`config.mk`:
```
export PLATFORM = sky130hd
export DESIGN_NAME = irl_finish
export DESIGN_NICKNAME = d
export VERILOG_FILES = /design/src/design/irl_pkg.sv /design/src/design/irl_finish.sv
export SDC_FILE = /design/constraint.sdc
export NUM_CORES = 1
export LEC_CHECK = 0
export BUFFER_PORTS_ARGS = -buffer_cell sky130_fd_sc_hd__clkbuf_2
export CAP_MARGIN = 5
export CORE_MARGIN = 4
export CORE_UTILIZATION = 51
export CTS_CLUSTER_DIAMETER = 150
export CTS_CLUSTER_SIZE = 24
export DETAILED_ROUTE_END_ITERATION = 8
export PLACE_DENSITY = 0.81
export SKIP_CTS_REPAIR_TIMING = 1
export SLEW_MARGIN = 5
export SYNTH_ARGS = -nofsm -noshare
export SYNTH_HDL_FRONTEND = slang
export SYNTH_SLANG_ARGS = --single-unit
```
`constraint.sdc`:
```
create_clock -name clk_i -period 3.94 [get_ports clk_i]
set_input_delay 0.197 -clock clk_i [delete_from_list [all_inputs] [get_ports clk_i]]
set_output_delay 0.197 -clock clk_i [all_outputs]
set_load 0.01 [all_outputs]
```
`src/design/irl_pkg.sv`:
```
// ----------------------------------------------------------------------------
// irl_pkg
// Shared constants, types and calibration tables for the IR range linearizer.
// ----------------------------------------------------------------------------
`default_nettype none

package irl_pkg;

  // Field widths
  localparam int ADC_BITS_DEF = 12;
  localparam int CH_W         = 2;
  localparam int DIFF_W       = 13;
  localparam int DIST_W       = 16;
  localparam int THR_W        = 8;
  localparam int CFG_IDX_W    = 4;

  // Output tdata layout: reflect_diff, distance, wall_near, zero pad
  localparam int WALL_BIT     = DIFF_W + DIST_W;
  localparam int OUT_TDATA_W  = ((WALL_BIT + 1 + 7) / 8) * 8;
  localparam int OUT_PAD_W    = OUT_TDATA_W - WALL_BIT - 1;

  // Pipeline depth, input stage through output register
  localparam int NUM_STAGES   = 8;

  typedef logic [NUM_STAGES-1:0] stage_vec_t;

  // Register indexes
  localparam logic [CFG_IDX_W-1:0] CFG_FRONT_THR = CFG_IDX_W'(0);
  localparam logic [CFG_IDX_W-1:0] CFG_SIDE_THR  = CFG_IDX_W'(1);

  localparam logic [THR_W-1:0] FRONT_THR_RST = THR_W'(80);
  localparam logic [THR_W-1:0] SIDE_THR_RST  = THR_W'(40);

  // Distance offsets
  localparam int FRONT_OFFSET = 60;
  localparam int SIDE_OFFSET  = 20;

  // Coefficient magnitudes, Q48, widths cover the largest channel
  localparam int FRAC_BITS = 48;
  localparam int C3W       = 29;
  localparam int C2W       = 39;
  localparam int C2LW      = 20;
  localparam int C1W       = 48;
  localparam int C0W       = 56;

  localparam logic [63:0] Q_C3_0 = ((64'd1026 << 48) + 64'd100000000000 / 64'd2)
                                   / 64'd100000000000;
  localparam logic [63:0] Q_C2_0 = ((64'd717 << 48) + 64'd10000000 / 64'd2) / 64'd10000000;
  localparam logic [63:0] Q_C1_0 = ((64'd159 << 48) + 64'd1000 / 64'd2) / 64'd1000;
  localparam logic [63:0] Q_C0_0 = ((64'd18717 << 48) + 64'd100 / 64'd2) / 64'd100;

  localparam logic [63:0] Q_C3_1 = ((64'd1125 << 48) + 64'd1000000000 / 64'd2)
                                   / 64'd1000000000;
  localparam logic [63:0] Q_C2_1 = ((64'd145 << 48) + 64'd100000 / 64'd2) / 64'd100000;
  localparam logic [63:0] Q_C1_1 = ((64'd623 << 48) + 64'd1000 / 64'd2) / 64'd1000;
  localparam logic [63:0] Q_C0_1 = 64'd114 << 48;

  localparam logic [63:0] Q_C3_2 = ((64'd929 << 48) + 64'd100000000000 / 64'd2)
                                   / 64'd100000000000;
  localparam logic [63:0] Q_C2_2 = ((64'd642 << 48) + 64'd10000000 / 64'd2) / 64'd10000000;
  localparam logic [63:0] Q_C1_2 = ((64'd14 << 48) + 64'd100 / 64'd2) / 64'd100;
  localparam logic [63:0] Q_C0_2 = ((64'd1698 << 48) + 64'd10 / 64'd2) / 64'd10;

  localparam logic [63:0] Q_C3_3 = ((64'd228 << 48) + 64'd1000000000 / 64'd2)
                                   / 64'd1000000000;
  localparam logic [63:0] Q_C2_3 = ((64'd479 << 48) + 64'd1000000 / 64'd2) / 64'd1000000;
  localparam logic [63:0] Q_C1_3 = ((64'd337 << 48) + 64'd1000 / 64'd2) / 64'd1000;
  localparam logic [63:0] Q_C0_3 = ((64'd1039 << 48) + 64'd10 / 64'd2) / 64'd10;

  function automatic logic [C3W-1:0] coef_c3(input logic [CH_W-1:0] ch);
    logic [C3W-1:0] c;
    case (ch)
      2'd0:    c = Q_C3_0[C3W-1:0];
      2'd1:    c = Q_C3_1[C3W-1:0];
      2'd2:    c = Q_C3_2[C3W-1:0];
      default: c = Q_C3_3[C3W-1:0];
    endcase
    return c;
  endfunction

  function automatic logic [C2W-1:0] coef_c2(input logic [CH_W-1:0] ch);
    logic [C2W-1:0] c;
    case (ch)
      2'd0:    c = Q_C2_0[C2W-1:0];
      2'd1:    c = Q_C2_1[C2W-1:0];
      2'd2:    c = Q_C2_2[C2W-1:0];
      default: c = Q_C2_3[C2W-1:0];
    endcase
    return c;
  endfunction

  function automatic logic [C1W-1:0] coef_c1(input logic [CH_W-1:0] ch);
    logic [C1W-1:0] c;
    case (ch)
      2'd0:    c = Q_C1_0[C1W-1:0];
      2'd1:    c = Q_C1_1[C1W-1:0];
      2'd2:    c = Q_C1_2[C1W-1:0];
      default: c = Q_C1_3[C1W-1:0];
    endcase
    return c;
  endfunction

  function automatic logic [C0W-1:0] coef_c0(input logic [CH_W-1:0] ch);
    logic [C0W-1:0] c;
    case (ch)
      2'd0:    c = Q_C0_0[C0W-1:0];
      2'd1:    c = Q_C0_1[C0W-1:0];
      2'd2:    c = Q_C0_2[C0W-1:0];
      default: c = Q_C0_3[C0W-1:0];
    endcase
    return c;
  endfunction

endpackage

`default_nettype wire

```
`src/design/irl_finish.sv`:
```
// ----------------------------------------------------------------------------
// irl_finish
// Stages seven and eight: truncate toward zero, offset, saturate, compare.
// ----------------------------------------------------------------------------
`default_nettype none

module irl_finish #(
  parameter int ADC_BITS = irl_pkg::ADC_BITS_DEF,
  parameter int SUM_W    = 80
) (
  input  wire logic                          clk_i,
  input  wire irl_pkg::stage_vec_t           en_i,
  input  wire logic [irl_pkg::CH_W-1:0]      ch_i,
  input  wire logic signed [ADC_BITS:0]      x_i,
  input  wire logic signed [SUM_W-1:0]       sum_i,
  input  wire logic [irl_pkg::THR_W-1:0]     front_thr_i,
  input  wire logic [irl_pkg::THR_W-1:0]     side_thr_i,
  output logic      [irl_pkg::CH_W-1:0]      ch_o,
  output logic      [irl_pkg::DIFF_W-1:0]    diff_o,
  output logic      [irl_pkg::DIST_W-1:0]    dist_o,
  output logic                               wall_o
);
  import irl_pkg::*;

  localparam int AW  = ADC_BITS + 1;
  localparam int HW  = SUM_W - FRAC_BITS;
  localparam int QW  = HW + 1;
  localparam int DW  = ((QW > DIST_W) ? QW : DIST_W) + 2;
  localparam int XEW = (AW > DIFF_W) ? AW : DIFF_W;

  localparam logic signed [DW-1:0] DMAX      = DW'((2 ** (DIST_W - 1)) - 1);
  localparam logic signed [DW-1:0] DMIN      = -DMAX - DW'(1);
  localparam logic signed [DW-1:0] FRONT_OFF = DW'(FRONT_OFFSET);
  localparam logic signed [DW-1:0] SIDE_OFF  = DW'(SIDE_OFFSET);

  // Stage 7: integer part, rounded toward zero
  logic signed [HW-1:0]  hi;
  logic                  corr;
  logic signed [QW-1:0]  quot_d;
  logic [CH_W-1:0]       s7_ch_q;
  logic signed [AW-1:0]  s7_x_q;
  logic signed [QW-1:0]  s7_quot_q;

  always_comb begin
    hi     = sum_i[SUM_W-1:FRAC_BITS];
    corr   = sum_i[SUM_W-1] && (sum_i[FRAC_BITS-1:0] != '0);
    quot_d = QW'(hi) + QW'(corr);
  end

  always_ff @(posedge clk_i) begin
    if (en_i[6]) begin
      s7_ch_q   <= ch_i;
      s7_x_q    <= x_i;
      s7_quot_q <= quot_d;
    end
  end

  // Stage 8: offset, saturate, threshold compare
  logic                  front;
  logic signed [DW-1:0]  dw, sat, thr_s;
  logic signed [XEW-1:0] xe;
  logic [CH_W-1:0]       s8_ch_q;
  logic [DIFF_W-1:0]     s8_diff_q;
  logic [DIST_W-1:0]     s8_dist_q;
  logic                  s8_wall_q;

  always_comb begin
    front = !s7_ch_q[0];
    dw    = DW'(s7_quot_q) - (front ? FRONT_OFF : SIDE_OFF);
    if (dw > DMAX) begin
      sat = DMAX;
    end else if (dw < DMIN) begin
      sat = DMIN;
    end else begin
      sat = dw;
    end
    // Threshold is non-negative, so compare before saturation.
    thr_s = $signed(DW'(front ? front_thr_i : side_thr_i));
    xe    = XEW'(s7_x_q);
  end

  always_ff @(posedge clk_i) begin
    if (en_i[7]) begin
      s8_ch_q   <= s7_ch_q;
      s8_diff_q <= xe[DIFF_W-1:0];
      s8_dist_q <= sat[DIST_W-1:0];
      s8_wall_q <= (dw <= thr_s);
    end
  end

  assign ch_o   = s8_ch_q;
  assign diff_o = s8_diff_q;
  assign dist_o = s8_dist_q;
  assign wall_o = s8_wall_q;

endmodule

`default_nettype wire

```
==> run summary, run 1 <==
The flow ran to the end, and the final reports show no timing, DRC or antenna violations. The count of flip-flops with a built-in enable after synthesis came out at 80. The first-pass GRT wire length came out at 17.2 mm. After synthesis, the largest area contributor takes up 54.3% of total cell area. In the post-synthesis netlist, the cell with the most instances is edfxtp_1. The clock skew is 0.0113 ns. The starting utilization of the core area came out at 53.0%. The clock-pin slew on the worst setup and hold paths is 0.08 ns. The count of standard-cell rows came out at 33.

For this run, the slowest stage of the critical path takes 0.70 ns. The arrival time of data at the critical path endpoint is 3.67 ns. CTS placed an instance of clkbuf_8 at the clock tree root. In the post-synthesis netlist, the biggest area contributors are edfxtp_1 54%, xnor2_1 6.7%, ha_1 3.4%. The worst endpoint required time came out at 3.99 ns. The CTS tree is built. The final hold violation count came out at 0.

The latest clock arrival within the worst-skew pair came out at 0.34 ns. Global routing finished with a remaining overflow of 0. The cell area that synthesis handed to floorplanning was 4420 um2. The number of warnings reported in the yosys synthesis log came out at 0. The worst min-delay path class is input pin to register. The count of input and output buffers is 145. The worst setup path is captured at a register. The chip width came out at 101 um.

The path with the worst hold slack has its endpoint at s7_x_q[12]. The share of final-layout standard cells stronger than drive strength 1 is 31.3%. The per-instance average area after synthesis came out at 11.3 um2. The number of register bits inferred by synthesis came out at 80.

In this design, the critical path's most frequently occurring cell is or4_1. The HPWL after detailed placement came out at 8.80 mm. The share of the clock period used by the worst path is 92.1%. STA classifies the critical path startpoint as a register. The sequential-to-total area share from yosys stat came out at 54.3%. The worst register-to-register path ends at dist_o[14]. The synthesized instance count came out at 390. The standard cell core area came out at 8340 um2. The most instantiated flip-flop cell in the synthesis netlist is edfxtp_1. The worst-case register-to-register setup slack is 0.31 ns. In this run the remaining antenna-violating nets after routing total 0. The timing startpoint of the critical path is s7_quot_q[12]. Measured against its own limit, the worst slew margin works out to 23.1%. For this run, design rule violations remaining after detail routing come to 0.

The tool flagged a number of max-cap violations equal to 0. The number of H-tree levels came out at 3. The hold path startpoint is x_i[12]. The beginning of the worst register-to-register path is s7_quot_q[12]. From synthesis to final layout, the design area changed by 24.3%. After synthesis, the share of flip-flops with an asynchronous set or reset is 0%. The CTS buffer count came out at 9.

Counting the fill cells in the layout gives 677. The first routing iteration left 204 violations. The maximum number of pins on one net before global-route repair is 49. The initial antenna violation count came out at 0. The maximum resistive drop on vdd came out at 0.218 mV. The routability congestion estimate from global placement came out at 0.920. After detailed routing, the total wire length is 10.6 mm. Overall power consumption after layout is estimated at 2.04 mW. Measured along the y axis, the die boundary spans 101 um. The floorplan step defined a die boundary enclosing 10200 um2. The core occupancy in the finished layout is 65.9%. After detailed routing, the average wire length per cell comes to 16.3 um.

The TritonCTS sink count is 80. The static power due to leakage is 2.21 nW. The number of max-slew violations in the final report came out at 0. By count the netlist is led by 80 x edfxtp_1, 34 x xnor2_1, 28 x nand2_1, 24 x nor4_1, 22 x nor2_1. The slew of the pin with the lowest slew margin is 1.15 ns. The count of nets after finishing came out at 674.

The via count of the first global-routing pass was 3658. The iteration count of the initial detailed-routing pass came out at 6. The slowest stage of the critical path belongs to the cell or4_1. The distinct cell type count after synthesis is 50. The total track usage came out at 21.4%. The power per cell area came out at 371 nW/um2. The fmax came out at 0.276 GHz. Across all layers, the routed design uses 3656 vias.

The final-report setup violation count came out at 0. The maximum fanout count along the critical path is 15. Measured in cells, the most critical reg-to-reg path has a length of 7. The detailed-route vias per instance came out at 5.62. The instance count along the most critical hold path is 1. The post-synth net total is 523. The I/O pin count came out at 152.

The signal on the critical path passes through or4_1 > or4_1 > or3_1 > o41ai_2 > o21ai_1 > o31ai_4 > o21ai_0. Summed over all instances, the cell type with the most area after synthesis is edfxtp_1. The time the final worst path needs with I/O delays and setup came out at 3.63 ns. The maximum clock insertion buffer count is 2. In the final timing run, aggregate negative setup slack is 0 ns. Setup repair after global routing left no endpoint under its margin. The total inserted antenna cells is 0.

The setup path with the least slack is of type register to register.
==> cells in the final DEF, fill, tap and decap left out, drive strengths merged, types with 2 or more instances in the layout <==
master,n
mux2i,8
or4,7
or2,2
clkinv,5
nand3,19
o211ai,4
nand4b,2
nand3b,2
bufinv,2
ha,12
nand4,13
and4b,2
nor4,24
a21o,2
edfxtp,80
nor2b,2
nor3,12
a31oi,2
o31ai,3
and3,7
buf,4
o21ai,20
nand2,28
or3,10
xor2,14
nor2,22
and4,3
a21oi,12
mux2,2
clkbuf,154
xnor2,34
inv,17
==> where the power goes <==
part | switching [mW] | internal [mW] | leakage, nW
Clock | 0.286 | 0.357 | 0.113
Combinational | 0.177 | 0.147 | 1.31
Sequential | 0.0509 | 1.02 | 0.781
Total | 0.514 | 1.52 | 2.21
==> state kept, by name (all words and copies together) (netlist names) <==
name,cells
s7_quot_q,33
wall_o,1
diff_o,13
ch_o,2
s7_ch_q,2
s7_x_q,13
dist_o,16
==> worst max-delay path: cells and delay by family, from the launching register on <==
kind               cells  cell delay (ns)
and+or+nand+nor        3             1.68
AOI/OAI and AO/OA      4             1.16
DFF                    1             0.49
==> layout make-up <==
class	instances	area, um2	share of cell area, %
inverters	17	63.8	1.16
multi-input cells	283	1910	34.8
flip-flops and latches	80	2400	43.7
well taps	105	131	2.39
repair buffers	150	766	13.9
clock buffers	9	124	2.25
clock inverters	7	96.3	1.75
==> stage by stage <==
| step | instances | setup WS, ns | cell area, um2 | hold WS (ns) |
|---|---|---|---|---|
| 6_report | 651 | 0.311 | 5500 | 0.0330 |
| 5_1_grt | 651 | 0.0793 | 5500 | 0.00257 |
| 4_1_cts | 650 | 0.313 | 5490 | 0.0121 |
| 3_5_place_dp | 634 | 0.337 | 5270 | 0.379 |
| 3_3_place_gp | 634 | 0.433 | 5270 | 0.376 |
| 2_1_floorplan | 390 | 0.604 | 4420 | 0.296 |
==> metal layers <==
| metal | vias up | global-route usage [%] | routed length [um] |
|---|---|---|---|
| li1 | 1800 | - | - |
| met1 | 1655 | 26.0 | 4360 |
| met2 | 183 | 37.1 | 5000 |
| met3 | 18 | 5.05 | 960 |
| met4 | 0 | 7.98 | 311 |
| met5 | - | 0 | 0 |
==> logic make-up after synthesis <==
logic type	Yosys count	synth area share, %
buf+inv	27	2.43
mux	10	2.32
xor+xnor	48	9.51
simple gates	160	19.9
compound gates	52	7.64
fa+ha+maj	13	3.85
flops	80	54.3
==> worst max path at each step <==
stage | cells after the start | to | slack (ns)
after floorplan | 13 | dist_o[12] | 0.60
after global placement | 7 | dist_o[3] | 0.43
after detailed placement | 7 | dist_o[14] | 0.34
after CTS | 7 | dist_o[14] | 0.31
after global routing | 7 | dist_o[12] | 0.08
final | 7 | dist_o[14] | 0.31
Note: power is estimated with default switching activity, not from simulation.
==> run 2, diff against run 1 <==
--- a/config.mk
+++ b/config.mk
@@ -5,8 +5,9 @@
 export SDC_FILE = /design/constraint.sdc
 export NUM_CORES = 1
 export LEC_CHECK = 0
-export BUFFER_PORTS_ARGS = -buffer_cell sky130_fd_sc_hd__clkbuf_2
+export BUFFER_PORTS_ARGS = -buffer_cell sky130_fd_sc_hd__buf_2
 export CAP_MARGIN = 5
+export CORE_ASPECT_RATIO = 1.75
 export CORE_MARGIN = 4
 export CORE_UTILIZATION = 51
 export CTS_CLUSTER_DIAMETER = 150
==> run 2 against run 1 <==
  * Clock power is 25% higher
  * Flip-flop and latch count unchanged
  * Sequential power is essentially flat
  * Clock skew fell by 0.0059 ns
  * Maximum frequency grew 0.96%
  * Largest cell class unchanged
  * Via count down 1.4%
  * Critical endpoint is now dist_o[1]
  * Cell area up 1.8%
  * Wire length shrank 1.8%
  * Sequential share of layout area decreased by 0.79 points
  * Core utilization rose by 0.99 points
  * Critical path type unchanged
  * Non-clock buffer count stayed put
  * Die area grew 0.57%
  * Largest power group unchanged
==> run summary, run 2 (synthesis gave the netlist of run 1 again) <==
The number of max-slew violations in the final report came out at 0. The chip width is 78.4 um. The routed via count came out at 3606. The maximum fanout count along the critical path is 15.

The run finished with clean final reports. The arrival time of data at the critical path endpoint came out at 3.67 ns. The area growth from synthesis to layout came out at 26.6%.

The cell internal power dissipation is 1.66 mW. The flip-flop count of the largest register after layout came out at 33. The sequential cell area in the final layout came out at 2400 um2.

The count of standard-cell rows is 44. The DRC violation count after routing came out at 0. The final critical path takes up 91.2% of the cycle.

The CTS buffer count is 9. The register bank with the most flops is s7_quot_q. The starting utilization of the core area is 52.9%. The congestion estimate from routability-driven global placement came to 0.866. The first-pass GRT wire length came out at 16.9 mm.

The count of nets after finishing is 674. TritonCTS built the clock tree. The I/O pin count is 152. In this run the power spent charging and discharging nets is 533 uW.

The via count of the first global-routing pass is 3673. The clock network fraction of total power came out at 36.6%. The library cell used most frequently in the layout, excluding fill and tap cells, is buf_2. IR analysis of the VDD net gives a maximum drop of 0.235 mV. The HPWL after detailed placement came out at 8.64 mm. The power per cell area is 392 nW/um2. The final hold violation count is 0. After detailed routing, the total wire length is 10.4 mm. The die is 131 um tall. The static power due to leakage came out at 2.20 nW.

Setup repair after global routing left no endpoint under its margin. The min-delay analysis places its worst path in the category input pin to register. STA classifies the critical path endpoint as a register. The number of design-rule violations left by the first detailed-router iteration came out at 152. The overflow left after global routing came out at 0. The clock root buffer is clkbuf_16.

The number of placed cells counting well taps came out at 644. The logic gate share of total power is 14.7%. Headroom to the max-slew limit came out at 31.5%.

0 antenna diodes ended up in the layout. The maximum clock insertion buffer count is 2. The tightest hold path in the finished design has a slack of 0.0357 ns. The average wire per cell in the routed design is 15.8 um. The count of filler cells inserted in the layout is 699. The register share of total power is 48.7%.

At the worst endpoint, the required time is 4.01 ns. Port buffering added 145 buffers. Total power for the finished layout comes to 2.19 mW. The setup TNS is 0 ns. Setup violations remaining at the end of the flow were counted as 0.

The setup path with the least slack is of type register to register. The share of final-layout standard cells stronger than drive strength 1 came out at 31.3%. The iteration count of the initial detailed-routing pass came out at 4. At the pin with the least slew margin, the transition time is 1.03 ns. The area of all placed cells without fillers is 5600 um2. The post-route antenna net violation count came out at 0.

The kind of start point of the critical path is a register. The clock drives 80 sinks. The top cell types in the final layout, fill and taps aside, are 145 x buf_2, 80 x edfxtp_1, 34 x xnor2_1, 28 x nand2_1, 24 x nor4_1. The total track usage came out at 21.0%. The max capacitance violation total is 0. The die covers 10300 um2.

The number of H-tree levels came out at 3. The count of cells in the finished layout, fillers not included, comes to 661. The detailed-route vias per instance came out at 5.46. The clock-pin slew on the worst setup and hold paths came out at 0.06 ns.

The placed standard-cell area is 5280 um2. The standard cell core area came out at 8370 um2. The initial antenna violation count is 0. The latest clock arrival within the worst-skew pair came out at 0.33 ns. The time the final worst path needs with I/O delays and setup came out at 3.59 ns. The maximum number of pins on one net before global-route repair came out at 49. For this run, the top clock speed supported by timing is 0.278 GHz. In the final layout, the multi-input gates occupy 1910 um2. In this run switching power makes up 24.3% of total power. Across the routed clock network, the largest skew measured is 0.00539 ns.
-- run 2: cell types whose count changed in the layout (fill, tap and decap cells not counted), sizes merged --
cell	delta
bufinv	-1
dlygate4sd3	-1
clkbuf	-144
clkinvlp	+3
clkinv	-3
buf	+146
-- run 2: final cells by class --
type | instances | share of cell area [%]
clock inverter | 6 | 1.25
timing repair buffer | 150 | 13.9
clock buffer | 10 | 4.09
sequential | 80 | 42.9
multi-input combinational | 283 | 34.2
tap | 115 | 2.57
inverter | 17 | 1.14
-- run 2: metrics by stage --
stage	setup WS [ns]	util, %
6_report	0.346	66.9
5_1_grt	0.139	66.9
4_1_cts	0.232	66.7
3_5_place_dp	0.267	63.1
3_3_place_gp	0.368	63.1
2_1_floorplan	0.604	-
-- run 2: critical path, cell delays in order (launching register included) --
cell and delay, ns:
edfxtp_1 0.47, or4_1 0.71, or4_1 0.58, nor2_1 0.27, mux2_2 0.38, a32oi_1 0.27, nor4_1 0.12, a31oi_1 0.21
buf_4 0.21, o21ai_0 0.10
-- run 2: path summary, 6_finish.rpt --
path / startpoint / to / slack (ns) / cells past startpoint
max: s7_quot_q[12] / dist_o[1] / 0.35 / 9
min: x_i[10] / s7_x_q[10] / 0.04 / 1
max reg2reg: s7_quot_q[12] / dist_o[1] / 0.35 / 9
min reg2reg: s7_x_q[7] / diff_o[7] / 0.42 / 0
-- run 2: power by group through the flow --
| stage | Clock (mW) | Sequential, mW | Combinational [mW] |
|---|---|---|---|
| after floorplan | 0 | 1.08 | 0.164 |
| after global placement | 0 | 1.08 | 0.308 |
| after detailed placement | 0 | 1.08 | 0.320 |
| after CTS | 0.819 | 1.07 | 0.322 |
| after global routing | 0.857 | 1.08 | 0.363 |
| final | 0.803 | 1.07 | 0.323 |
-- run 2: routing by layer --
metal	global-route usage [%]	wire, um	up-vias
li1	-	-	1791
met1	21.2	3750	1675
met2	39.8	5850	113
met3	3.90	479	27
met4	10.4	361	0
met5	0	0	-
==> run 3, diff against run 2 <==
==> constraint.sdc (replaced) <==
create_clock -name clk_i -period 3.94 [get_ports clk_i]
set_input_delay 0.985 -clock clk_i [delete_from_list [all_inputs] [get_ports clk_i]]
set_output_delay 0.985 -clock clk_i [all_outputs]
set_load 0.01 [all_outputs]
==> run 3 against run 2 <==
  * Setup slack lost 0.076 ns
  * Global-route usage shrank 0.24 points
  * Count of clock-buffer cells in the layout shrank 1
  * Critical endpoint is now dist_o[14]
  * Critical path type unchanged
  * Highest routed layer unchanged
==> run summary, run 3 (synthesis gave the netlist of run 1 again) <==
The run finished with clean final reports. The first-pass GRT wire length came out at 16.7 mm. The latest clock arrival within the worst-skew pair came out at 0.34 ns. In the global route stage, overall resource usage came out at 20.7%.

The register with the most flip-flops in the layout has 33 of them. Input and output buffers added on the ports amount to 145. Detailed routing placed a total of 5.71 mm of wire on met2.

Setup slack on the worst reg-to-reg path comes out at 0.27 ns. The number of H-tree levels came out at 3. The die is 78.4 um wide.

At the worst endpoint, the arrival time is 3.72 ns. The max capacitance violation total came out at 0. Setup repair after global routing left no endpoint under its margin. The average wire per cell in the routed design is 15.5 um. The routed via count came out at 3578. STA classifies the critical path endpoint as a register.

The via count of the first global-routing pass came out at 3616. The total inserted antenna cells came out at 0. In this run the worst path has a maximum fanout of 15. The initial antenna violation count is 0. The iteration count of the initial detailed-routing pass is 5. The number of design-rule violations left by the first detailed-router iteration is 136. The final-layout worst hold slack came out at 0.421 ns. The die extent in y is 131 um. The overall die area came out at 10300 um2. The worst endpoint required time came out at 3.99 ns. The post-route met1 wirelength came out at 3.77 mm. TritonCTS built the clock tree.

The overflow left after global routing is 0. The I/O pin count came out at 152. The startpoint identified for the worst register-to-register timing path is s7_quot_q[12]. The library cells used most frequently in the layout, excluding fill and tap cells, are 145 x buf_2, 80 x edfxtp_1, 34 x xnor2_1, 28 x nand2_1, 24 x nor4_1. The maximum clock insertion buffer count came out at 2. The fmax is 0.272 GHz.

Adding up every negative setup slack in the final design gives 0 ns. The share of the clock period used by the worst path is 93.2%. In this run the top signal layer used is met4. The worst min-delay path class is register to register. The worst reg2reg path endpoint is dist_o[14].

The routability congestion estimate from global placement is 0.824. After clock tree synthesis, the clock-pin slew on the worst setup and hold paths is 0.06 ns. The time the final worst path needs with I/O delays and setup came out at 3.67 ns.

The net count of the finished layout is 674. The final hold violation count came out at 0. The share of final-layout standard cells stronger than drive strength 1 came out at 31.5%. The most critical setup path has its endpoint at dist_o[14]. The tree is rooted in a clkbuf_16.

After detailed routing, the number of vias per cell comes to 5.41. STA classifies the critical path startpoint as a register. The starting utilization of the core area came out at 52.9%. The detailed route wirelength on metal3 came out at 459 um. The area growth from synthesis to layout is 26.0%.

The static power due to leakage came out at 2.20 nW. The count of filler cells inserted in the layout is 668. The clock network is responsible for 35.8% of the overall power.

The worst setup path is of the register to register kind. The cell internal power dissipation came out at 1.61 mW. For this run, design rule violations remaining after detail routing come to 0. Dividing total power by cell area gives a power density of 388 nW/um2. The HPWL after detailed placement is 8.54 mm. The worst slack at placement is 0.283 ns. The worst register-to-register path has a depth of 7. The worst pin sits at a relative slew slack of 33.5%. Leaving out fill and tap cells, the most frequent cell in the layout is buf_2. The worst setup slack after layout came out at 0.270 ns. The maximum resistive drop on vdd came out at 0.228 mV. The logic gate share of total power came out at 14.8%. s7_quot_q holds more flip-flops than any other register. The most critical setup path has its startpoint at s7_quot_q[12].

In this run switching power makes up 25.7% of total power. At the pin with the least slew margin, the transition time is 0.998 ns. The maximum number of pins on one net before global-route repair is 49. The clock skew came out at 0.00896 ns.

The overall routed net length came out at 10.3 mm. The number of max-slew violations in the final report came out at 0. The register share of total power is 49.3%. Setup violations remaining at the end of the flow were counted as 0. The switching power is 556 uW. The TritonCTS sink count came out at 80. The core region is 8370 um2. The count of standard-cell rows came out at 44.

The CTS buffer count came out at 9. The post-route antenna net violation count came out at 0.
-- run 3: how the worst min path moves through the flow --
stage / startpoint / slack, ns / endpoint / depth (start not counted)
3_3_place_gp: s7_x_q[7] / 0.40 / diff_o[7] / 0
2_1_floorplan: s7_ch_q[1] / 0.40 / ch_o[1] / 0
6_report: s7_x_q[1] / 0.42 / diff_o[1] / 0
5_1_grt: s7_x_q[12] / 0.43 / diff_o[12] / 0
3_5_place_dp: s7_x_q[1] / 0.41 / diff_o[1] / 0
4_1_cts: s7_x_q[7] / 0.42 / diff_o[7] / 0
-- run 3: stage by stage --
stage / power (mW) / area, um2 / util (%) / std cells
floorplan: 1.25 / 4420 / - / 390
global placement: 1.39 / 5290 / 63.2 / 645
detailed placement: 1.41 / 5290 / 63.2 / 645
CTS: 2.18 / 5570 / 66.6 / 661
global route: 2.27 / 5570 / 66.6 / 661
finish: 2.16 / 5570 / 66.6 / 661
-- run 3: critical path, cell delays in order (launching register included) --
cell	delay [ns]
edfxtp_1	0.48
or4_1	0.71
or4_1	0.52
or3_1	0.45
o41ai_2	0.38
o21ai_1	0.18
o31ai_4	0.47
o21ai_0	0.19
-- run 3: cell type report --
| class | count | area (um2) | share of cell area [%] |
|---|---|---|---|
| flip-flops and latches | 80 | 2400 | 43.1 |
| clock inverters | 7 | 62.6 | 1.12 |
| inverters | 17 | 63.8 | 1.14 |
| multi-input cells | 283 | 1910 | 34.3 |
| well taps | 115 | 144 | 2.58 |
| repair buffers | 150 | 763 | 13.7 |
| clock buffers | 9 | 225 | 4.04 |
-- run 3: routing by layer --
metal,up-vias,GRT usage (%)
li1,1799,-
met1,1657,21.4
met2,100,39.5
met3,22,4.18
met4,0,8.66
met5,-,0
-- run 3: power groups by stage --
stage	logic, mW	clock network, mW	registers, mW
finish	0.320	0.775	1.07
global route	0.360	0.831	1.07
CTS	0.322	0.790	1.07
detailed placement	0.321	0	1.08
global placement	0.310	0	1.08
floorplan	0.164	0	1.08
